## config.mk

```make
export PLATFORM = sky130hd
export DESIGN_NAME = clock_mux_divider_rate_search
export DESIGN_NICKNAME = d
export VERILOG_FILES = /design/src/design/cmdrs_pkg.sv /design/src/design/cmdrs_div.sv /design/src/design/cmdrs_dp.sv /design/src/design/cmdrs_ctrl.sv /design/src/design/clock_mux_divider_rate_search.sv
export VERILOG_INCLUDE_DIRS = /design/src /design/src/design
export SDC_FILE = /design/constraint.sdc
export NUM_CORES = 1
export LEC_CHECK = 0
export BUFFER_PORTS_ARGS = -buffer_cell sky130_fd_sc_hd__buf_4
export CORE_MARGIN = 10
export CORE_UTILIZATION = 45
export DETAILED_ROUTE_END_ITERATION = 12
export PLACE_DENSITY = 0.6
export SYNTH_ARGS = -nofsm -noshare
export SYNTH_HDL_FRONTEND = slang
export SYNTH_HIERARCHICAL = 1
export SYNTH_SLANG_ARGS = --single-unit
```

## constraint.sdc

```tcl
create_clock -name clk_i -period 4.3 [get_ports clk_i]
set_input_delay 0.215 -clock clk_i [delete_from_list [all_inputs] [get_ports clk_i]]
set_output_delay 0.215 -clock clk_i [all_outputs]
set_load 0.03 [all_outputs]
```

## src/design/clock_mux_divider_rate_search_assert.svh

```systemverilog
`ifndef CLOCK_MUX_DIVIDER_RATE_SEARCH_ASSERT_SVH
`define CLOCK_MUX_DIVIDER_RATE_SEARCH_ASSERT_SVH

// Same-cycle implication, checked out of reset.
`define CMDRS_ASSERT_IMP(lbl, ante, cons) \
  lbl: assert property (@(posedge clk_i) disable iff (!rst_ni) (ante) |-> (cons)) \
    else $error("cmdrs: implication check failed");

// Next-cycle implication, checked out of reset.
`define CMDRS_ASSERT_NXT(lbl, ante, cons) \
  lbl: assert property (@(posedge clk_i) disable iff (!rst_ni) (ante) |=> (cons)) \
    else $error("cmdrs: next-cycle check failed");

`endif

```

## src/design/cmdrs_pkg.sv

```systemverilog
package cmdrs_pkg;

  localparam int RATE_W    = 31;
  localparam int RATE_REGS = 4;
  localparam int MUX_W     = 2;
  localparam int CFG_IDX_W = 3;

  localparam logic [RATE_W-1:0] NO_FIT = {RATE_W{1'b1}};

  typedef enum logic [CFG_IDX_W-1:0] {
    REG_ROUND_DOWN    = 3'd0,
    REG_MAX_DIVIDER   = 3'd1,
    REG_HAS_MUX       = 3'd2,
    REG_PARENT_RATE_0 = 3'd3,
    REG_PARENT_RATE_1 = 3'd4,
    REG_PARENT_RATE_2 = 3'd5,
    REG_PARENT_RATE_3 = 3'd6
  } cfg_reg_e;

  // controller -> datapath
  typedef struct packed {
    logic clear;      // load target, reset counters and best fit
    logic start_div;  // divide current parent rate by current divider
    logic update;     // compare quotient, keep it if strictly closer
    logic step_div;   // next divider
    logic step_par;   // next parent, divider back to 1
  } ctrl_cmd_t;

  // datapath -> controller
  typedef struct packed {
    logic rate_zero;
    logic div_done;
    logic d_last;
    logic p_last;
  } ctrl_sts_t;

endpackage

```

## src/design/cmdrs_div.sv

```systemverilog
`include "clock_mux_divider_rate_search_assert.svh"

module cmdrs_div
  import cmdrs_pkg::*;
#(
  parameter int DW = 7
) (
  input  logic              clk_i,
  input  logic              rst_ni,
  input  logic              start_i,
  input  logic [RATE_W-1:0] dividend_i,
  input  logic [DW-1:0]     divisor_i,
  output logic              done_o,
  output logic [RATE_W-1:0] quotient_o
);

  localparam int CW = $clog2(RATE_W);

  logic              busy_q, busy_d;
  logic              done_q, done_d;
  logic [CW-1:0]     cnt_q, cnt_d;
  logic [DW-1:0]     rem_q, rem_d;
  logic [DW-1:0]     dvs_q, dvs_d;
  logic [RATE_W-1:0] quo_q, quo_d;

  logic [DW:0] trial;
  logic [DW:0] diff;
  logic        ge;

  // restoring division, one quotient bit per cycle
  assign trial = {rem_q, quo_q[RATE_W-1]};
  assign diff  = trial - {1'b0, dvs_q};
  assign ge    = trial >= {1'b0, dvs_q};

  always_comb begin
    busy_d = busy_q;
    done_d = 1'b0;
    cnt_d  = cnt_q;
    rem_d  = rem_q;
    dvs_d  = dvs_q;
    quo_d  = quo_q;
    if (start_i) begin
      busy_d = 1'b1;
      cnt_d  = CW'(RATE_W - 1);
      rem_d  = '0;
      dvs_d  = divisor_i;
      quo_d  = dividend_i;
    end else if (busy_q) begin
      rem_d = ge ? diff[DW-1:0] : trial[DW-1:0];
      quo_d = {quo_q[RATE_W-2:0], ge};
      cnt_d = cnt_q - 1'b1;
      if (cnt_q == '0) begin
        busy_d = 1'b0;
        done_d = 1'b1;
      end
    end
  end

  always_ff @(posedge clk_i or negedge rst_ni) begin
    if (!rst_ni) begin
      busy_q <= 1'b0;
      done_q <= 1'b0;
      cnt_q  <= '0;
    end else begin
      busy_q <= busy_d;
      done_q <= done_d;
      cnt_q  <= cnt_d;
    end
  end

  always_ff @(posedge clk_i) begin
    rem_q <= rem_d;
    dvs_q <= dvs_d;
    quo_q <= quo_d;
  end

  assign done_o     = done_q;
  assign quotient_o = quo_q;

  `CMDRS_ASSERT_NXT(a_div_start_runs, start_i, busy_q)
  `CMDRS_ASSERT_IMP(a_div_rem_bound, done_q && (dvs_q != '0), rem_q < dvs_q)

endmodule

```

## src/design/cmdrs_dp.sv

```systemverilog
module cmdrs_dp
  import cmdrs_pkg::*;
#(
  parameter int NUM_PARENTS    = 4,
  parameter int DIV_FIELD_BITS = 6
) (
  input  logic                      clk_i,
  input  logic                      rst_ni,
  input  ctrl_cmd_t                 cmd_i,
  output ctrl_sts_t                 sts_o,
  input  logic [RATE_W-1:0]         target_rate_i,
  input  logic                      round_down_i,
  input  logic [6:0]                max_divider_i,
  input  logic                      has_mux_i,
  input  logic [RATE_W-1:0]         parent_rate_i [RATE_REGS],
  output logic                      found_o,
  output logic [MUX_W-1:0]          mux_select_o,
  output logic [DIV_FIELD_BITS-1:0] div_code_o,
  output logic                      write_mux_o,
  output logic [RATE_W-1:0]         achieved_rate_o
);

  localparam int DW   = DIV_FIELD_BITS + 1;
  localparam int CAP  = 1 << DIV_FIELD_BITS;
  localparam int SCAN = (NUM_PARENTS < RATE_REGS) ? NUM_PARENTS : RATE_REGS;

  logic [RATE_W-1:0] target_q;
  logic [MUX_W-1:0]  p_q;
  logic [DW-1:0]     d_q;
  logic [RATE_W-1:0] best_diff_q;
  logic [MUX_W-1:0]  best_mux_q;
  logic [DW-1:0]     best_div_q;
  logic [RATE_W-1:0] best_rate_q;

  logic [DW-1:0]     maxd;
  logic [RATE_W-1:0] rate_sel;
  logic              div_done;
  logic [RATE_W-1:0] cur;
  logic              over;
  logic [RATE_W-1:0] cur_dist;
  logic              better;
  logic              found;
  logic [DW-1:0]     code_full;

  // divider limit: 0 acts as 1, saturate at the field capacity
  always_comb begin
    if (max_divider_i == '0) begin
      maxd = DW'(1);
    end else if (int'(max_divider_i) > CAP) begin
      maxd = DW'(CAP);
    end else begin
      maxd = DW'(max_divider_i);
    end
  end

  assign rate_sel = parent_rate_i[p_q];

  cmdrs_div #(
    .DW(DW)
  ) u_div (
    .clk_i      (clk_i),
    .rst_ni     (rst_ni),
    .start_i    (cmd_i.start_div),
    .dividend_i (rate_sel),
    .divisor_i  (d_q),
    .done_o     (div_done),
    .quotient_o (cur)
  );

  assign over     = cur > target_q;
  assign cur_dist = over ? (cur - target_q) : (target_q - cur);
  assign better   = !(round_down_i && over) && (cur_dist < best_diff_q);

  always_ff @(posedge clk_i or negedge rst_ni) begin
    if (!rst_ni) begin
      p_q         <= '0;
      d_q         <= DW'(1);
      best_diff_q <= NO_FIT;
    end else begin
      if (cmd_i.clear) begin
        p_q         <= '0;
        d_q         <= DW'(1);
        best_diff_q <= NO_FIT;
      end else begin
        if (cmd_i.update && better) begin
          best_diff_q <= cur_dist;
        end
        if (cmd_i.step_par) begin
          p_q <= p_q + 1'b1;
          d_q <= DW'(1);
        end else if (cmd_i.step_div) begin
          d_q <= d_q + 1'b1;
        end
      end
    end
  end

  always_ff @(posedge clk_i) begin
    if (cmd_i.clear) begin
      target_q    <= target_rate_i;
      best_mux_q  <= '0;
      best_div_q  <= DW'(1);
      best_rate_q <= '0;
    end else if (cmd_i.update && better) begin
      best_mux_q  <= p_q;
      best_div_q  <= d_q;
      best_rate_q <= cur;
    end
  end

  assign sts_o.rate_zero = (rate_sel == '0);
  assign sts_o.div_done  = div_done;
  assign sts_o.d_last    = (d_q == maxd);
  assign sts_o.p_last    = (p_q == MUX_W'(SCAN - 1));

  assign found     = (best_diff_q != NO_FIT);
  assign code_full = best_div_q - 1'b1;

  assign found_o         = found;
  assign mux_select_o    = found ? best_mux_q : '0;
  assign div_code_o      = found ? code_full[DIV_FIELD_BITS-1:0] : '0;
  assign write_mux_o     = found & has_mux_i;
  assign achieved_rate_o = found ? best_rate_q : '0;

endmodule

```

## src/design/cmdrs_ctrl.sv

```systemverilog
`include "clock_mux_divider_rate_search_assert.svh"

module cmdrs_ctrl
  import cmdrs_pkg::*;
(
  input  logic      clk_i,
  input  logic      rst_ni,
  input  logic      start_i,
  output logic      busy_o,
  output logic      done_o,
  input  ctrl_sts_t sts_i,
  output ctrl_cmd_t cmd_o
);

  typedef enum logic [4:0] {
    S_IDLE  = 5'b00001,
    S_SETUP = 5'b00010,
    S_DIV   = 5'b00100,
    S_EVAL  = 5'b01000,
    S_DONE  = 5'b10000
  } state_e;

  state_e state_q, state_d;

  always_comb begin
    state_d = state_q;
    cmd_o   = '0;
    case (state_q)
      S_IDLE: begin
        if (start_i) begin
          cmd_o.clear = 1'b1;
          state_d     = S_SETUP;
        end
      end
      S_SETUP: begin
        if (sts_i.rate_zero) begin
          // absent source: skip all its dividers
          if (sts_i.p_last) begin
            state_d = S_DONE;
          end else begin
            cmd_o.step_par = 1'b1;
          end
        end else begin
          cmd_o.start_div = 1'b1;
          state_d         = S_DIV;
        end
      end
      S_DIV: begin
        if (sts_i.div_done) begin
          state_d = S_EVAL;
        end
      end
      S_EVAL: begin
        cmd_o.update = 1'b1;
        if (!sts_i.d_last) begin
          cmd_o.step_div = 1'b1;
          state_d        = S_SETUP;
        end else if (!sts_i.p_last) begin
          cmd_o.step_par = 1'b1;
          state_d        = S_SETUP;
        end else begin
          state_d = S_DONE;
        end
      end
      S_DONE: begin
        state_d = S_IDLE;
      end
      default: begin
        state_d = S_IDLE;
      end
    endcase
  end

  always_ff @(posedge clk_i or negedge rst_ni) begin
    if (!rst_ni) begin
      state_q <= S_IDLE;
    end else begin
      state_q <= state_d;
    end
  end

  assign busy_o = (state_q != S_IDLE);
  assign done_o = (state_q == S_DONE);

  `CMDRS_ASSERT_NXT(a_ctrl_accept_busy, start_i && !busy_o, busy_o && !done_o)
  `CMDRS_ASSERT_NXT(a_ctrl_done_pulse, done_o, !done_o && !busy_o)
  `CMDRS_ASSERT_IMP(a_ctrl_no_div_on_zero, cmd_o.start_div, !sts_i.rate_zero)

endmodule

```

## src/design/clock_mux_divider_rate_search.sv

```systemverilog
// Channel   | Direction | Ports                                     | Handshake
// ----------+-----------+-------------------------------------------+----------------------------
// request   | in        | start_i, target_rate_i                    | taken when start_i & !busy_o
// result    | out       | done_o, found_o, mux_select_o, div_code_o,| done_o high for one cycle
//           |           | write_mux_o, achieved_rate_o              |
// config    | in        | cfg_valid_i, cfg_index_i, cfg_data_i,     | written when valid & ready
//           |           | cfg_ready_o                               | (ready is always high)
//
// Sequencing: one item at a time. Each divider tried on a present source goes through
//   setup, the shared bit-serial divider, its done strobe and the compare; an absent
//   source is skipped from setup. An item walks every present source over dividers
//   1 to max_div, capped at the divider field's capacity.
// Reset: rst_ni is asynchronous, active low; registers return to round_down 0,
//   max_divider 8, has_mux 1, all parent rates 0.
// Stalls: the receiver cannot stall; the done strobe is shown for exactly one cycle.
module clock_mux_divider_rate_search
  import cmdrs_pkg::*;
#(
  parameter int NUM_PARENTS    = 4,
  parameter int DIV_FIELD_BITS = 6
) (
  input  logic                      clk_i,
  input  logic                      rst_ni,
  // request
  input  logic                      start_i,
  input  logic [RATE_W-1:0]         target_rate_i,
  output logic                      busy_o,
  // result
  output logic                      done_o,
  output logic                      found_o,
  output logic [MUX_W-1:0]          mux_select_o,
  output logic [DIV_FIELD_BITS-1:0] div_code_o,
  output logic                      write_mux_o,
  output logic [RATE_W-1:0]         achieved_rate_o,
  // configuration
  input  logic                      cfg_valid_i,
  output logic                      cfg_ready_o,
  input  logic [CFG_IDX_W-1:0]      cfg_index_i,
  input  logic [RATE_W-1:0]         cfg_data_i
);

  // configuration registers
  logic              round_down_q;
  logic [6:0]        max_divider_q;
  logic              has_mux_q;
  logic [RATE_W-1:0] parent_rate_q [RATE_REGS];

  ctrl_cmd_t cmd;
  ctrl_sts_t sts;

  // writes are only expected while idle, so the port never back-pressures
  assign cfg_ready_o = 1'b1;

  always_ff @(posedge clk_i or negedge rst_ni) begin
    if (!rst_ni) begin
      round_down_q  <= 1'b0;
      max_divider_q <= 7'd8;
      has_mux_q     <= 1'b1;
      for (int i = 0; i < RATE_REGS; i++) begin
        parent_rate_q[i] <= '0;
      end
    end else if (cfg_valid_i) begin
      case (cfg_reg_e'(cfg_index_i))
        REG_ROUND_DOWN:    round_down_q     <= cfg_data_i[0];
        REG_MAX_DIVIDER:   max_divider_q    <= cfg_data_i[6:0];
        REG_HAS_MUX:       has_mux_q        <= cfg_data_i[0];
        REG_PARENT_RATE_0: parent_rate_q[0] <= cfg_data_i;
        REG_PARENT_RATE_1: parent_rate_q[1] <= cfg_data_i;
        REG_PARENT_RATE_2: parent_rate_q[2] <= cfg_data_i;
        REG_PARENT_RATE_3: parent_rate_q[3] <= cfg_data_i;
        default: ;  // unknown index: dropped
      endcase
    end
  end

  // sequencer: walks sources, then dividers, in ascending order
  cmdrs_ctrl u_ctrl (
    .clk_i   (clk_i),
    .rst_ni  (rst_ni),
    .start_i (start_i),
    .busy_o  (busy_o),
    .done_o  (done_o),
    .sts_i   (sts),
    .cmd_o   (cmd)
  );

  // datapath: shared divider, distance compare, best-fit registers
  cmdrs_dp #(
    .NUM_PARENTS    (NUM_PARENTS),
    .DIV_FIELD_BITS (DIV_FIELD_BITS)
  ) u_dp (
    .clk_i           (clk_i),
    .rst_ni          (rst_ni),
    .cmd_i           (cmd),
    .sts_o           (sts),
    .target_rate_i   (target_rate_i),
    .round_down_i    (round_down_q),
    .max_divider_i   (max_divider_q),
    .has_mux_i       (has_mux_q),
    .parent_rate_i   (parent_rate_q),
    .found_o         (found_o),
    .mux_select_o    (mux_select_o),
    .div_code_o      (div_code_o),
    .write_mux_o     (write_mux_o),
    .achieved_rate_o (achieved_rate_o)
  );

endmodule

```

==> results of run 1 <==
[where the power goes]
part | switching, mW | internal [mW]
combinational | 5.80 | 6.07
clock | 1.26 | 1.88
sequential | 0.441 | 3.63
total | 7.49 | 11.6
[tightest hold or removal path: cells and delay by family]
family | cells | cell delay [ns]
and+or+nand+nor | 1 | 0.05
buffers and inverters | 1 | 0.11
muxes | 1 | 0.21
[per-stage QoR]
stage / cell area, sq um / utilization / hold WS (ns)
2_1_floorplan: 17800 / - / -0.0806
3_3_place_gp: 21000 / 0.543 / 0.306
3_5_place_dp: 21000 / 0.543 / 0.306
4_1_cts: 23900 / 0.618 / 0.0517
5_1_grt: 24500 / 0.633 / 0.0857
6_report: 24500 / 0.633 / 0.0782
[how the worst max path moves through the flow]
stage                                             from                                end  slack, ns  depth (start not counted)
finish              u_dp/u_div/quotient_o[0]$_DFFE_PP_   u_dp/best_diff_q[21]$_DFFE_PN1P_      -0.35                         21
global route                u_dp/target_q[1]$_DFFE_PP_    u_dp/best_div_q[5]$_SDFFE_PP0P_      -0.56                         24
CTS                         u_dp/target_q[1]$_DFFE_PP_  u_dp/best_rate_q[13]$_SDFFE_PP0P_      -0.30                         24
detailed placement          u_dp/target_q[0]$_DFFE_PP_   u_dp/best_diff_q[13]$_DFFE_PN1P_      -0.69                         24
global placement            u_dp/target_q[0]$_DFFE_PP_   u_dp/best_diff_q[13]$_DFFE_PN1P_      -0.55                         24
floorplan           u_dp/u_div/quotient_o[6]$_DFFE_PP_    u_dp/best_diff_q[2]$_DFFE_PN1P_      -0.05                         21
[routing by layer]
layer	vias up	wire [um]	track usage
met1	7369	24600	0.300
met2	362	26800	0.372
met5	-	0	0
li1	6968	-	-
met4	0	1450	0.0845
met3	77	2750	0.0354
[cells in the final DEF, fill, tap and decap left out, drive strengths merged, types with 15 or more instances in the layout]
cell type      n
o21bai        15
xnor2         26
a21oi        124
clkbuf        51
nand3         17
a21o          19
mux4          31
dlygate4sd3   63
buf          459
nor3          18
mux2         165
nand4         30
xor2          21
dfxtp         46
mux2i         25
ha           102
edfxtp        69
nor4          16
and2          40
inv          129
o21ai         53
nor2          86
dfstp         35
dfrtp        150
nand2b        25
nand2        136
a2bb2oi       19
[kinds of logic after synthesis]
| kind of cell | Yosys count | share of synthesized area |
|---|---|---|
| adder cells (fa/ha/maj) | 105 | 0.0755 |
| buffers and inverters | 220 | 0.0551 |
| AO/OA/AOI/OAI | 343 | 0.129 |
| AND/OR/NAND/NOR | 433 | 0.126 |
| flip-flops | 300 | 0.433 |
| other | 1 | 0.000212 |
| XOR/XNOR | 47 | 0.0232 |
| multiplexers | 221 | 0.159 |
[layout make-up]
cell class,instances,area [sq um]
Fill cell,3139,14200
Multi-Input combinational cell,1153,10100
Sequential cell,300,7670
Timing Repair Buffer,524,4390
Clock buffer,49,1070
Tap cell,518,648
Inverter,127,477
Clock inverter,17,161
Antenna cell,1,2.50
[state kept, by name, summed over array words and instances, names as in the netlist]
| signal | count |
|---|---|
| parent_rate_q | 124 |
| u_dp/u_div/busy_q | 1 |
| u_dp/best_diff_q | 31 |
| u_ctrl/state_q | 5 |
| u_dp/target_q | 31 |
| u_dp/d_q | 7 |
| u_dp/u_div/dvs_q | 7 |
| u_dp/u_div/cnt_q | 5 |
| u_dp/u_div/done_o | 1 |
| u_dp/best_mux_q | 2 |
| max_divider_q | 7 |
| u_dp/u_div/quotient_o | 31 |
| round_down_q | 1 |
| u_dp/best_rate_q | 31 |
| u_dp/u_div/rem_q | 7 |
| u_dp/best_div_q | 6 |
| u_dp/p_q | 2 |
| has_mux_q | 1 |
[repair_timing]
| item | CTS | global route |
|---|---|---|
| setup endpoints to repair | 70 | 70 |
| setup buffers | 44 | 16 |
| cloned | 6 | 2 |
| resized for setup | 112 | 80 |
| pin swaps | 54 | 35 |
| hold buffers | 63 | 0 |
| endpoints found under the hold margin | 201 | 0 |
==> run_results.csv, run 1 <==
group,metric,value,unit
global_route,grt_pass1_vias,15300,
setup_path,cp_slowest_cell,"or4bb_4",
run_status,violations,"setup timing",
hold_path,hold_path_class,"input port to flip-flop",
sta,hold_violations,0,
finish,drive_above_1_share,0.426,
logic_synthesis,ys_async_sr_fraction,0.617,
logic_synthesis,yosysMostFrequentCell,"mux2_2",
clocking,cts_sinks,300,
setup_path,path_buf_inv,3,
setup_path,crit_required,4.75,ns
finish,area_growth,38.5,%
sta,relSlewSlack,0.268,
global_route,antenna_found_initial,0,
setup_path,cp-start-kind,"flip-flop",
sta,clock_skew,0.0194,ns
logic_synthesis,yosys_warnings,6,
logic_synthesis,avgSynthCellArea,10.6,sq um
global_route,grt_first_pass_wirelength,85.6,mm
logic_synthesis,synth_edf_count,69,
placement,place_inst,2495,
logic_synthesis,synth-seq-cells,300,
floorplanning,initial_core_util,0.457,
logic_synthesis,synth_area_leader_cell,"dfrtp_1",
logic_synthesis,synth_fp_nets,1844,
logic_synthesis,yosysTopAreaCellShare,0.212,
clocking,clock_latency,0.55,ns
pwr,ir_drop,0.421,mV
route,drc,0,
setup_path,critPathCaptureType,"flip-flop",
hold_path,hold_depth,3,
route,first_pass_iters,5,
logic_synthesis,ys_seq_area_frac,0.433,
setup_path,crit_path_frequent_cell,"a211oi_2",
route,drt-vias-per-instance,5.49,
clocking,cts_tree,"yes",
sta,setup-violations-final,70,
setup_path,ff2ff_setup_slack,-0.35,ns
clocking,cts_buffers,36,
logic_synthesis,ys.flop_type,"dfrtp_1",
setup_path,cpPeakStageDelay,0.54,ns
route,ant_nets,0,
route,wl_per_cell,20.7,um
global_route,grt_util_all_layers,0.228,
floorplanning,die_x,218,um
finish,stdcell_count,2689,
sta,maxSlewViolCount,0,
sta,setup_tns,-19.46,ns
pwr,p_per_area,778,nW/um^2
setup_path,worstPathCellList,"inv_2 -> ha_4 -> inv_1 -> fa_2 -> nand3_4 -> a21oi_4 -> o31ai_4 -> or4bb_4 -> a31oi_2 -> mux2i_4 -> xor2_2 -> ha_1 -> nand4_1 -> nor4_4 -> buf_4 -> o21ai_2 -> o311ai_2 -> a211oi_2 -> nand2_2 -> a2111oi_1 -> a211oi_2",
global_route,grt_overflow,0,
logic_synthesis,ys_types,89,
placement,pre_cts_slack,-0.692,ns
floorplanning,fp.dieArea,47700,sq um
logic_synthesis,syn_inst,1670,
route,wl,55.6,mm
global_route,grt_max_degree,115,
sta,grt_setup_unrepaired,"yes",
floorplanning,io_pins,113,
sta,max_freq,0.215,GHz
setup_path,crit_fanout,4,
placement,gp_congestion,0.937,
logic_synthesis,syn_area,17700,sq um
floorplanning,rows,72,
setup_path,rr_endpoint,"u_dp/best_diff_q[21]$_DFFE_PN1P_",
setup_path,path_class,"flip-flop to flip-flop",
run,drv_cap,0,
run_status,status,"complete, but fails checks",
route,num_vias,14800,
clocking,clock_path_buffers,3,
sta,worst_slack,-0.351,ns
setup_path,cp.arrival,5.10,ns
pwr,power.total,19.1,mW
hold_path,min_from,"cfg_index_i[0]",
clocking,path_clk_slew,0.06,ns
floorplanning,coreArea,38700,sq um
placement,dp_hpwl,39.6,mm
logic_synthesis,ys_top_cells_by_count,"mux2_2 (163), dfrtp_1 (150), nand2_1 (135)",
pwr,leakage,11.0,nW
sta,min_period,4.65,ns
sta,worst_slew_pin_slew,1.09,ns
clocking,root_buffer,"clkbuf_16",
route,dr.first_iter.drc_count,995,
sta,fin_crit_sh,1.08,
logic_synthesis,synth_area_leaders,"dfrtp_1 (21%), edfxtp_1 (12%), mux2_2 (10%)",
finish,nNetsFinal,2316,
setup_path,reg2reg_from,"u_dp/u_div/quotient_o[0]$_DFFE_PP_",
setup_path,ff2ff_path_depth,21,
setup_path,crit_family,"compound AO/OA/AOI/OAI gates",
hold_path,min_to,"has_mux_q$_DFFE_PN1P_",
clocking,htreeDepth,2,
placement,io_buffer_count,111,
floorplanning,die_h,218,um
Note: power is estimated with default switching activity, not from simulation.
==> run 2: changes to the inputs <==
- CELL_PAD_IN_SITES_DETAIL_PLACEMENT: default -> 1
- CELL_PAD_IN_SITES_GLOBAL_PLACEMENT: default -> 1
- CORE_UTILIZATION: 45 -> 44
- PLACE_DENSITY: 0.6 -> 0.72
==> run 2 against run 1 <==
Compared with the run above:
- the flow still finishes with violations (setup timing)
- hold slack better by 0.023 ns
- largest cell class unchanged
- non-clock buffer count down 22
- count of clock-buffer cells in the layout up 3
- setup slack worse by 0.48 ns
- cell area down 1.2%
- clock power up 3%
- largest power group unchanged
- critical path type unchanged
==> run_results.csv, run 2 (same netlist as run 1, synthesis figures left out) <==
group,metric,value,unit
run_status,violations,"setup timing",
setup_path,reg2reg_from,"u_dp/target_q[1]$_DFFE_PP_",
global_route,grt_max_degree,96,
route,first_pass_iters,5,
sta,relSlewSlack,0.251,
sta,holdWs,0.101,ns
clocking,cts_tree,"yes",
finish,seqCellArea,7670,sq um
setup_path,cp-start-kind,"flip-flop",
global_route,grt_pass1_vias,17100,
finish,drive_above_1_share,0.417,
setup_path,critPathCaptureType,"flip-flop",
sta,maxSlewViolCount,0,
sta,min_period,5.13,ns
clocking,htreeDepth,2,
floorplanning,die_h,221,um
run_status,status,"complete, but fails checks",
pwr,combPwrFrac,0.620,
placement,dp_hpwl,44.1,mm
placement,place_inst,2497,
sta,max_freq,0.195,GHz
run,drv_cap,0,
pwr,pwr-share-seq,0.213,
clocking,clock_latency,0.57,ns
finish,nNetsFinal,2296,
global_route,grt_overflow,0,
sta,setup-violations-final,70,
route,top_layer,"met4",
global_route,grt_util_all_layers,0.259,
setup_path,cp.arrival,5.61,ns
placement,io_buffer_count,111,
route,wl,69.2,mm
setup_path,path_class,"flip-flop to flip-flop",
finish,stdcell_count,2675,
setup_path,crit_fanout,7,
sta,worst_slew_pin_slew,1.12,ns
pwr,p_sw_frac,0.418,
floorplanning,io_pins,113,
floorplanning,rows,73,
sta,clock_skew,0.0339,ns
clocking,root_buffer,"clkbuf_16",
route,drc,0,
route,route.met3.wl,3.49,mm
setup_path,endpoint,"u_dp/best_diff_q[11]$_DFFE_PN1P_",
setup_path,rr_endpoint,"u_dp/best_diff_q[11]$_DFFE_PN1P_",
route,num_vias,15700,
sta,fin_crit_sh,1.19,
floorplanning,coreArea,39700,sq um
hold_path,hold_path_class,"input port to flip-flop",
finish,area_growth,36.9,%
route,met2WireLength,34.9,mm
setup_path,ff2ff_path_depth,22,
finish,final_cell_mix,"buf_4 (408), mux2_2 (162), dfrtp_1 (149)",
clocking,path_clk_slew,0.07,ns
finish,fillCellCount,4096,
pwr,p_switching,8.05,mW
sta,grt_setup_unrepaired,"yes",
route,ant_nets,0,
sta,hold_violations,0,
placement,gp_congestion,0.947,
sta,setup_tns,-48.22,ns
floorplanning,initial_core_util,0.446,
global_route,antenna_found_initial,2,
setup_path,critPathLaunch,"u_dp/target_q[1]$_DFFE_PP_",
global_route,grt_first_pass_wirelength,98.5,mm
pwr,ir_drop,0.407,mV
setup_path,crit_required,4.78,ns
route,drt-vias-per-instance,5.88,
pwr,power_frac_clock,0.167,
pwr,leakage,10.8,nW
route,wl_met1,27.2,mm
route,wl_per_cell,25.9,um
finish,mostFrequentLayoutCell,"buf_4",
finish,largest_register_ff_count,124,
floorplanning,die_x,221,um
clocking,cts_sinks,300,
setup_path,ff2ff_setup_slack,-0.83,ns
finish,multiInputGateArea,9980,sq um
finish,regMostFlops,"parent_rate_q",
floorplanning,fp.dieArea,48700,sq um
pwr,p_per_area,795,nW/um^2
route,dr.first_iter.drc_count,1137,
sta,worst_slack,-0.829,ns
clocking,clock_path_buffers,3,
clocking,cts_buffers,36,
pwr,internal_power,11.2,mW
run 2: changes by cell type in the layout (fill, tap and decap cells not counted), sizes merged:
| cell | before | now |
|---|---|---|
| nand2 | 136 | 138 |
| bufinv | 2 | 3 |
| and2 | 40 | 41 |
| inv | 129 | 130 |
| nand2b | 25 | 24 |
| clkinv | 12 | 6 |
| buf | 459 | 435 |
| clkbuf | 51 | 56 |
run 2: final cells by class:
type / instances / share of cell area
Inverter: 127 / 0.0197
Sequential cell: 300 / 0.316
Clock inverter: 13 / 0.00692
Antenna cell: 1 / 0.000103
Tap cell: 525 / 0.0271
Timing Repair Buffer: 502 / 0.174
Multi-Input combinational cell: 1155 / 0.412
Clock buffer: 52 / 0.0439
run 2: per-stage QoR:
step	utilization	cell area, sq um	worst slack, ns	total power [mW]
6_report	0.610	24200	-0.829	19.3
4_1_cts	0.592	23500	-0.379	17.9
2_1_floorplan	-	17800	-0.0549	9.32
3_5_place_dp	0.529	21000	-0.598	13.9
3_3_place_gp	0.529	21000	-0.412	13.5
5_1_grt	0.610	24200	-0.938	20.1
run 2: critical path: stages (launching register included):
cell	delay [ns]
edfxtp_1	0.48
inv_2	0.13
ha_4	0.21
nor2b_4	0.13
o31a_1	0.32
o211ai_1	0.37
nand4_4	0.26
and2_4	0.27
buf_6	0.13
buf_6	0.13
a21o_1	0.18
xnor2_2	0.31
ha_1	0.33
and4_1	0.22
a21o_1	0.16
o21ai_1	0.11
o311ai_1	0.11
a211oi_2	0.26
buf_6	0.21
nand2_8	0.11
clkbuf_16	0.23
buf_4	0.17
a2bb2oi_1	0.20
run 2: routing by layer:
metal,vias to the layer above,global-route usage
met1,8021,0.314
met2,552,0.457
li1,6917,-
met4,0,0.108
met5,-,0
met3,235,0.0329
run 2: power by group through the flow:
| stage | sequential [mW] | clock, mW | combinational, mW |
|---|---|---|---|
| 3_5_place_dp | 4.09 | 0 | 9.81 |
| 6_report | 4.10 | 3.22 | 11.9 |
| 5_1_grt | 4.16 | 3.38 | 12.6 |
| 2_1_floorplan | 3.95 | 0 | 5.36 |
| 4_1_cts | 4.06 | 3.25 | 10.6 |
| 3_3_place_gp | 4.02 | 0 | 9.49 |
run 2: worst min-delay path by stage:
stage               slack, ns                               to  cells past startpoint            from
global route             0.11         round_down_q$_DFFE_PN0P_                      3  cfg_index_i[0]
floorplan               -0.08     max_divider_q[0]$_DFFE_PN0P_                      0          rst_ni
CTS                      0.07            has_mux_q$_DFFE_PN1P_                      3  cfg_index_i[0]
finish                   0.10         round_down_q$_DFFE_PN0P_                      3  cfg_index_i[0]
global placement         0.36  u_dp/u_div/cnt_q[0]$_DFFE_PN0P_                      1          rst_ni
detailed placement       0.38  u_dp/u_div/cnt_q[0]$_DFFE_PN0P_                      1          rst_ni
run 2: repair_timing:
item	CTS	global route
endpoints found under the setup margin	70	70
gates resized for setup	93	99
cloned	5	6
endpoints found under the hold margin	219	0
setup buffers	19	21
hold buffers	63	0
pin swaps	31	75
==> run 3: changes to the inputs <==
- BUFFER_PORTS_ARGS: -buffer_cell sky130_fd_sc_hd__buf_4 -> -buffer_cell sky130_fd_sc_hd__buf_2
- CORE_UTILIZATION: 44 -> 35
- PLACE_DENSITY: 0.72 -> 0.59
==> run 3 against run 2 <==
Compared with the run above:
- the flow still finishes with violations (setup timing)
- setup slack improved by 0.019 ns
- count of clock-buffer cells in the layout is 1 lower
- combinational power is essentially flat
- critical path depth did not move
- non-clock buffer count increased by 26
==> run_results.csv, run 3 (same netlist as run 1, synthesis figures left out) <==
group,metric,value,unit
route,num_vias,14900,
route,wl,61.6,mm
route,route.met3.wl,1.76,mm
sta,setup_tns,-51.47,ns
sta,max_freq,0.196,GHz
finish,drive_above_1_share,0.432,
clocking,root_buffer,"clkbuf_16",
global_route,grt_util_all_layers,0.201,
route,top_layer,"met4",
setup_path,crit_required,4.71,ns
sta,hold_violations,0,
sta,min_period,5.11,ns
floorplanning,initial_core_util,0.354,
finish,final_cell_mix,"buf_4 (318), mux2_2 (163), dfrtp_1 (149)",
floorplanning,rows,82,
global_route,grt_max_degree,143,
floorplanning,coreArea,50100,sq um
global_route,antenna_found_initial,1,
placement,io_buffer_count,111,
finish,nNetsFinal,2324,
floorplanning,die_h,245,um
placement,dp_hpwl,43.6,mm
finish,n_antenna_cell,0,
finish,largest_register_ff_count,124,
setup_path,cp-start-kind,"flip-flop",
sta,fin_crit_sh,1.19,
sta,relSlewSlack,0.123,
clocking,htreeDepth,2,
placement,place_area,21000,sq um
finish,regMostFlops,"parent_rate_q",
setup_path,ff2ff_path_depth,22,
finish,mostFrequentLayoutCell,"buf_4",
clocking,cts_sinks,300,
clocking,cts_tree,"yes",
clocking,cts_buffers,37,
sta,maxSlewViolCount,0,
clocking,clock_latency,0.57,ns
setup_path,crit_fanout,8,
finish,area_growth,38.9,%
route,drc,0,
floorplanning,fp.dieArea,60000,sq um
clocking,clock_path_buffers,3,
pwr,ir_drop,0.387,mV
setup_path,ff2ff_setup_slack,-0.81,ns
route,drt-vias-per-instance,5.23,
sta,worst_slack,-0.810,ns
hold_path,hold_path_class,"input port to flip-flop",
global_route,grt_overflow,0,
pwr,power.total,19.2,mW
pwr,p_per_area,780,nW/um^2
global_route,grt_first_pass_wirelength,94.7,mm
run_status,status,"complete, but fails checks",
route,wl_per_cell,21.6,um
sta,holdWs,0.0678,ns
sta,grt_setup_unrepaired,"yes",
sta,clock_skew,0.0235,ns
floorplanning,die_x,245,um
route,met2WireLength,30.3,mm
setup_path,cp.arrival,5.52,ns
run_status,violations,"setup timing",
sta,setup-violations-final,70,
finish,fillCellCount,5457,
sta,worst_slew_pin_slew,1.31,ns
setup_path,critPathCaptureType,"flip-flop",
setup_path,reg2reg_from,"u_dp/u_div/quotient_o[1]$_DFFE_PP_",
hold_path,hold_depth,2,
floorplanning,io_pins,113,
route,ant_nets,0,
global_route,grt_pass1_vias,16200,
hold_path,min_from,"cfg_data_i[0]",
route,wl_met1,27.6,mm
clocking,path_clk_slew,0.06,ns
route,dr.first_iter.drc_count,786,
setup_path,critPathLaunch,"u_dp/u_div/quotient_o[1]$_DFFE_PP_",
finish,final_area,24600,sq um
setup_path,path_class,"flip-flop to flip-flop",
run,drv_cap,0,
placement,gp_congestion,0.872,
route,first_pass_iters,5,
pwr,leakage,11.1,nW
run 3: cell types whose count changed in the layout (fill, tap and decap cells not counted), sizes merged, moves of 2 or more:
| cell | previous run | this run |
|---|---|---|
| clkinv | 6 | 12 |
| inv | 130 | 128 |
| buf | 435 | 464 |
| clkbuf | 56 | 53 |
run 3: cell type report:
type | instances | area [sq um] | area share
clock buffer | 51 | 1050 | 0.0427
clock inverter | 17 | 168 | 0.00682
inverter | 127 | 477 | 0.0194
multi-input combinational | 1156 | 10200 | 0.415
sequential | 300 | 7670 | 0.312
tap | 672 | 841 | 0.0342
timing repair buffer | 528 | 4190 | 0.170
run 3: per-stage QoR:
stage	worst slack, ns	instances	utilization
after floorplan	-0.0549	1670	-
after global placement	-0.940	2657	0.420
after detailed placement	-1.07	2657	0.420
after CTS	-0.582	2831	0.479
after global routing	-0.935	2851	0.491
final	-0.810	2851	0.491
run 3: report_power, final:
group | total, mW | internal (mW) | switching, mW
Sequential | 4.05 | 3.63 | 0.422
Combinational | 12.0 | 6.10 | 5.91
Clock | 3.13 | 1.84 | 1.28
Total | 19.2 | 11.6 | 7.62
run 3: critical path, cell delays in order, from the launching register on:
cell and delay, ns:
edfxtp_1 0.49, ha_4 0.29, nor2b_4 0.13, o31a_1 0.35
o211ai_1 0.50, nand4_4 0.16, buf_12 0.19, nand2_8 0.12
buf_4 0.14, mux2i_1 0.23, xor2_1 0.25, ha_1 0.30
and4_1 0.23, a21o_1 0.20, o21ai_2 0.19, o311ai_4 0.15
a211oi_4 0.31, nand2_4 0.16, buf_12 0.18, buf_12 0.14
buf_4 0.13, nand2_2 0.05, a21oi_1 0.05
run 3: final timing paths:
kind / to
worst max-delay path: u_dp/best_mux_q[0]$_SDFFE_PP0P_
worst min-delay path: has_mux_q$_DFFE_PN1P_
worst max register to register: u_dp/best_mux_q[0]$_SDFFE_PP0P_
worst min register to register: u_dp/best_rate_q[19]$_SDFFE_PP0P_
max in group asynchronous: parent_rate_q[80]$_DFFE_PN0P_
min in group asynchronous: u_dp/u_div/done_o$_DFF_PN0_
run 3: timing repair:
item / in CTS / in global routing
gates resized for setup: 140 / 96
gates cloned: 10 / 1
pin swaps: 57 / 53
hold buffers: 62 / 0
hold endpoints to repair: 200 / 0
endpoints found under the setup margin: 70 / 70
buffers inserted: 34 / 22
run 3: per-layer routing:
metal	up-vias	track usage
met5	-	0.00490
met3	96	0.0241
met4	0	0.0690
met1	7593	0.260
met2	237	0.342
li1	6984	-
